<file path="config.mk">
export PLATFORM = sky130hd
export DESIGN_NAME = szc_ctrl
export DESIGN_NICKNAME = d
export VERILOG_FILES = /design/src/rtl/szc_pkg.sv /design/src/rtl/szc_ctrl.sv
export SDC_FILE = /design/constraint.sdc
export NUM_CORES = 1
export LEC_CHECK = 0
export BUFFER_PORTS_ARGS = -buffer_cell sky130_fd_sc_hd__buf_2
export CORE_AREA = 2 2 39 41
export DETAILED_ROUTE_END_ITERATION = 16
export DIE_AREA = 0 0 41 43
export SLEW_MARGIN = 10
export SYNTH_ARGS = -nofsm -noshare
export SYNTH_HDL_FRONTEND = slang
export SYNTH_SLANG_ARGS = --single-unit
</file>
<file path="constraint.sdc">
create_clock -name clk -period 1.7 [get_ports clk]
set_clock_uncertainty 0.15 [all_clocks]
set_input_delay 0.425 -clock clk [delete_from_list [all_inputs] [get_ports clk]]
set_output_delay 0.425 -clock clk [all_outputs]
set_load 0.005 [all_outputs]
</file>
<file path="src/rtl/szc_pkg.sv">
package szc_pkg;

    // Default configuration
    localparam int DEF_NUM_CLASSES          = 8;
    localparam int DEF_TOTAL_BLOCKS         = 512;
    localparam int DEF_SMALLEST_BLOCK_BYTES = 16;

    // Word field widths
    localparam int REQ_W    = 20;
    localparam int HCLS_W   = 3;
    localparam int HIDX_W   = 6;
    localparam int FCNT_W   = 7;
    localparam int SUM_W    = 48;
    localparam int STATUS_W = 3;

    localparam int IN_DATA_W  = 32;
    localparam int OUT_DATA_W = 112;

    typedef enum logic
    {
        CMD_ALLOC = 1'b0,
        CMD_FREE  = 1'b1
    } command_t;

    typedef enum logic [STATUS_W-1:0]
    {
        ST_OK          = 3'd0,
        ST_ZERO_SIZE   = 3'd1,
        ST_TOO_LARGE   = 3'd2,
        ST_CLASS_EMPTY = 3'd3,
        ST_BAD_HANDLE  = 3'd4,
        ST_NOT_IN_USE  = 3'd5
    } status_t;

    typedef enum logic [1:0]
    {
        S_IDLE   = 2'd0,
        S_EXEC   = 2'd1,
        S_FINISH = 2'd2
    } state_t;

    // Controller to datapath
    typedef struct packed
    {
        logic accept;   // take input word, issue table reads
        logic exec;     // apply the request to the pool state
        logic finish;   // settle peak, load the output word
    } ctrl_cmd_t;

    // Datapath to controller
    typedef struct packed
    {
        logic out_slot_free;
    } ctrl_stat_t;

endpackage

</file>
<file path="src/rtl/szc_ctrl.sv">
module szc_ctrl
(
    input  logic                clk,
    input  logic                rst_n,
    input  logic                s_tvalid,
    output logic                s_tready,
    input  szc_pkg::ctrl_stat_t stat,
    output szc_pkg::ctrl_cmd_t  cmd
);

    szc_pkg::state_t state_reg;
    szc_pkg::state_t state_next;

    always_ff @(posedge clk or negedge rst_n)
    begin
        if (!rst_n)
        begin
            state_reg <= szc_pkg::S_IDLE;
        end
        else
        begin
            state_reg <= state_next;
        end
    end

    always_comb
    begin
        state_next = state_reg;
        unique case (state_reg)
            szc_pkg::S_IDLE:
            begin
                if (s_tvalid)
                begin
                    state_next = szc_pkg::S_EXEC;
                end
            end
            szc_pkg::S_EXEC:
            begin
                state_next = szc_pkg::S_FINISH;
            end
            szc_pkg::S_FINISH:
            begin
                // hold until the output register can take the result
                if (stat.out_slot_free)
                begin
                    state_next = s_tvalid ? szc_pkg::S_EXEC : szc_pkg::S_IDLE;
                end
            end
            default:
            begin
                state_next = szc_pkg::S_IDLE;
            end
        endcase
    end

    always_comb
    begin
        s_tready   = 1'b0;
        cmd.exec   = 1'b0;
        cmd.finish = 1'b0;
        unique case (state_reg)
            szc_pkg::S_IDLE:
            begin
                s_tready = 1'b1;
            end
            szc_pkg::S_EXEC:
            begin
                cmd.exec = 1'b1;
            end
            szc_pkg::S_FINISH:
            begin
                s_tready   = stat.out_slot_free;
                cmd.finish = stat.out_slot_free;
            end
            default:
            begin
                s_tready = 1'b0;
            end
        endcase
        cmd.accept = s_tvalid && s_tready;
    end

endmodule

</file>
Yosys cells after proc, flatten, opt, wreduce, memory -nomap -nowiden

Cells that the tools add are included.

Register bits after elaboration: 2
Output and inout port bits: 4
Bits of input ports: 4

Equal/unequal tests: 4
Mux-type cells: 7
Reduce and logical (&&, ||, !) cells: 3

Operators by type and width:

| kind                                                             | count |
|---|---|
| 2-bit case mux with 3 select lines                               | 1 |
| 2-bit 2-to-1 mux                                                 | 2 |
| 2-bit != test (second input constant)                            | 2 |
| 1-bit 2-to-1 mux                                                 | 3 |
| 2-bit by 1-bit == test with 1-bit output (second input constant) | 1 |
| 2-bit == test (second input constant)                            | 1 |
| 2-bit logical NOT                                                | 1 |
| 1-bit case mux with 2 select lines                               | 1 |
| 2-bit AND reduction                                              | 1 |
| 1-bit logical AND                                                | 1 |

Logic depth before layout (Yosys ltp)

Depth after elaboration: 3
Mapped depth: 2
Gate-level depth less buffers: 2

Worst setup path after synthesis

OpenSTA, ideal clock, no wires.

Path kind: input to output
Start: input stat
End: output cmd[2] (netlist bit)
Required time: 1.125 ns
Path slack: 0.418 ns
Stages on the path: 2
Path buffers: 0
Arrival: 0.707 ns
Path through: inv_1 -> a211oi_1

RTL lines:

| item        | RTL line      | text |
|---|---|---|
| from (decl) | szc_ctrl.sv:7 | `input szc_pkg::ctrl_stat_t stat,` |
| to (decl)   | szc_ctrl.sv:8 | `output szc_pkg::ctrl_cmd_t cmd` |

==> metrics <==
P_sw=approximately 62 µW; Cells after Synth=12; Netlist cell types=9; PD cells=about 1100 mW/mm²; DR pass1 iterations=1; max-capacitance violation count=0; worst path required time=1120 ps; vias per std cell=~3.2; CP Launch Type=register; area grow syn2layout=65.00%; worst hold path stage count=3; crit path kind=reg -> out; Via Count=122; Yosys top cell area share=around two fifths; #FFs+latches synth=2; commonest non-fill, non-tap cells in the layout=buf_2 (7), clkbuf_4 (3), inv_1 (2), a211oi_1 (2); CP Depth=2; RR Startpoint=state_reg[0]; Setup crit start=state_reg[1]; max incr delay on CP=between 400 and 500 ps; Die Y=43 µm; Post-Syn Area=125.1 µm²; Yosys top cell by area=dfrtp_1; commonest non-fill, non-tap cell in the layout=buf_2; P_int=between 150 and 200 µW; R2R Setup Slk=620 ps; CP max stage cell=dfrtp_2; drc violations=0; final RePlAce weighted congestion=0.4735; grt ovf=0; PnR worst setup slack=97.70 ps; RSZ-0062 raised after global routing=no; Clock Latency Late Sink=around 220 ps; outcome=finished clean; switch share=27.10%; CTS sink count=2; worst-path fanout max=6; Fillers=160; dpl hpwl=216 µm; CTS H-Tree Depth=1; FF-to-FF path depth=2; IO Port Bufs=7; combinational cell fraction of total power=between 20% and 30%; DRT Wirelength=295 µm; Relative slew margins=roughly 85%; Reg power frac=roughly a third; antenna-violating nets left=0; final hold vios=0; net count after synthesis=16; Initial Util=9.042%; worst slew pin tran=between 200 and 250 ps; Clock Tree Root=clkbuf_4; Static Leakage=0.1005 nW; post-layout util=14.92%; worst min path class=in -> reg; antenna violations before repair=0; clock transition at the registers of the reported paths=~30 ps; Wirelength per Cell=just under 8 µm; clk buf depth=2; number of global-route vias before repair=about 110; die area=about 0.0018 mm²; Slew Viols, Final=0; First DRT Iteration DRCs=0; crit path buf inv count=1; total CTS buffers=3; fin crit share=between 90% and 100%; I/O pin count=8; Seq/Total Area, Yosys=about 40%; Die Width=slightly above 40 µm; delay-heaviest family, CP=flip-flops; first-pass GRT wire length=around 390 µm; Worst VDD drop=between 0.15 and 0.2 mV; endpoints failing setup=0; critical path, cell by cell=a211oi_1 > buf_2; Sum Neg Setup Slack=0 ps; crit path to=cmd[2]; max reg flops=2; CTS tree=built; Core Area=about 0.0014 mm²; Peak Freq=624.1 MHz; Reg-to-Reg End=state_reg[1]; Hold WS=roughly 300 ps; Mapped Avg Cell Area=~10 µm²; total global-route track usage=under 10%; minimum clock period=roughly 1600 ps; diodes inserted=0; CP endpoint kind=output port; largest net degree at the start of global routing=7; layout cells sized above 1=around three fifths; Post-Place Worst Slack=about 180 ps; fin nets=28; Yosys Warn Count=0; synth top area cells=dfrtp_1 (40%), a211oi_1 (12%), nor2b_4 (11%), nor3b_2 (10%), buf_4 (6.0%); Worst EP arrival=roughly 1000 ps; Setup Buffers After CTS=0; Clock power frac=about 47%; # rows=14
-- what timing repair did --
item,4_1_cts,5_1_grt
hold buffers,1,0
gates resized for setup,0,1
setup endpoints to repair,0,1
endpoints found under the hold margin,2,0
-- power by group through the flow --
stage | Combinational [mW] | Clock [mW] | Sequential, mW
detailed placement | 0.0468 | 0 | 0.0731
global route | 0.0514 | 0.123 | 0.0761
floorplan | 0.0315 | 0 | 0.0695
global placement | 0.0459 | 0 | 0.0726
CTS | 0.0480 | 0.113 | 0.0733
finish | 0.0466 | 0.107 | 0.0741
-- per-layer routing --
layer / track usage, % / wire length (µm)
met1: 2.848 / 118
met2: 5.625 / 163
met3: 0 / 14
met4: 6.000 / 0
met5: 0 / 0
-- cell families after synthesis --
logic type / Yosys count / synth area share, %
DFF: 2 / 40.00
AOI/OAI and AO/OA: 3 / 15.99
and+or+nand+nor: 4 / 32.00
buffers and inverters: 3 / 12.00
-- cell type report --
class,instances,area [µm²],share of cell area [%]
repair buffers,8,45.04,21.82
well taps,16,20.02,9.697
multi-input cells,7,60.06,29.09
flip-flops and latches,2,51.30,24.85
inverters,2,7.507,3.636
clock buffers,3,22.52,10.91
-- synthesized netlist by cell type --
| cell | n |
|---|---|
| a211oi_1 | 2 |
| dfrtp_1 | 2 |
| inv_1 | 2 |
| a21oi_1 | 1 |
| buf_4 | 1 |
| nor2b_4 | 1 |
| nor3b_1 | 1 |
| nor3b_2 | 1 |
| or2_1 | 1 |
-- tightest hold or removal path: stages --
cell      delay, ps
buf_2            90
inv_1            60
a211oi_1         50
-- worst min path at each step --
stage | start | slack, ps | end
floorplan | rst_n | -20 | state_reg[0]
global placement | rst_n | 60 | state_reg[0]
detailed placement | rst_n | 60 | state_reg[0]
CTS | s_tvalid | 290 | state_reg[0]
global route | s_tvalid | 300 | state_reg[0]
finish | s_tvalid | 300 | state_reg[0]
-- per-stage QoR --
step	instance area [µm²]	power [mW]	cells
finish	206.4	0.2275	38
global route	206.4	0.2505	38
CTS	205.2	0.2347	38
detailed placement	172.7	0.1199	34
global placement	172.7	0.1185	34
floorplan	125.1	0.1010	12
(Power assumes the default switching activity.)
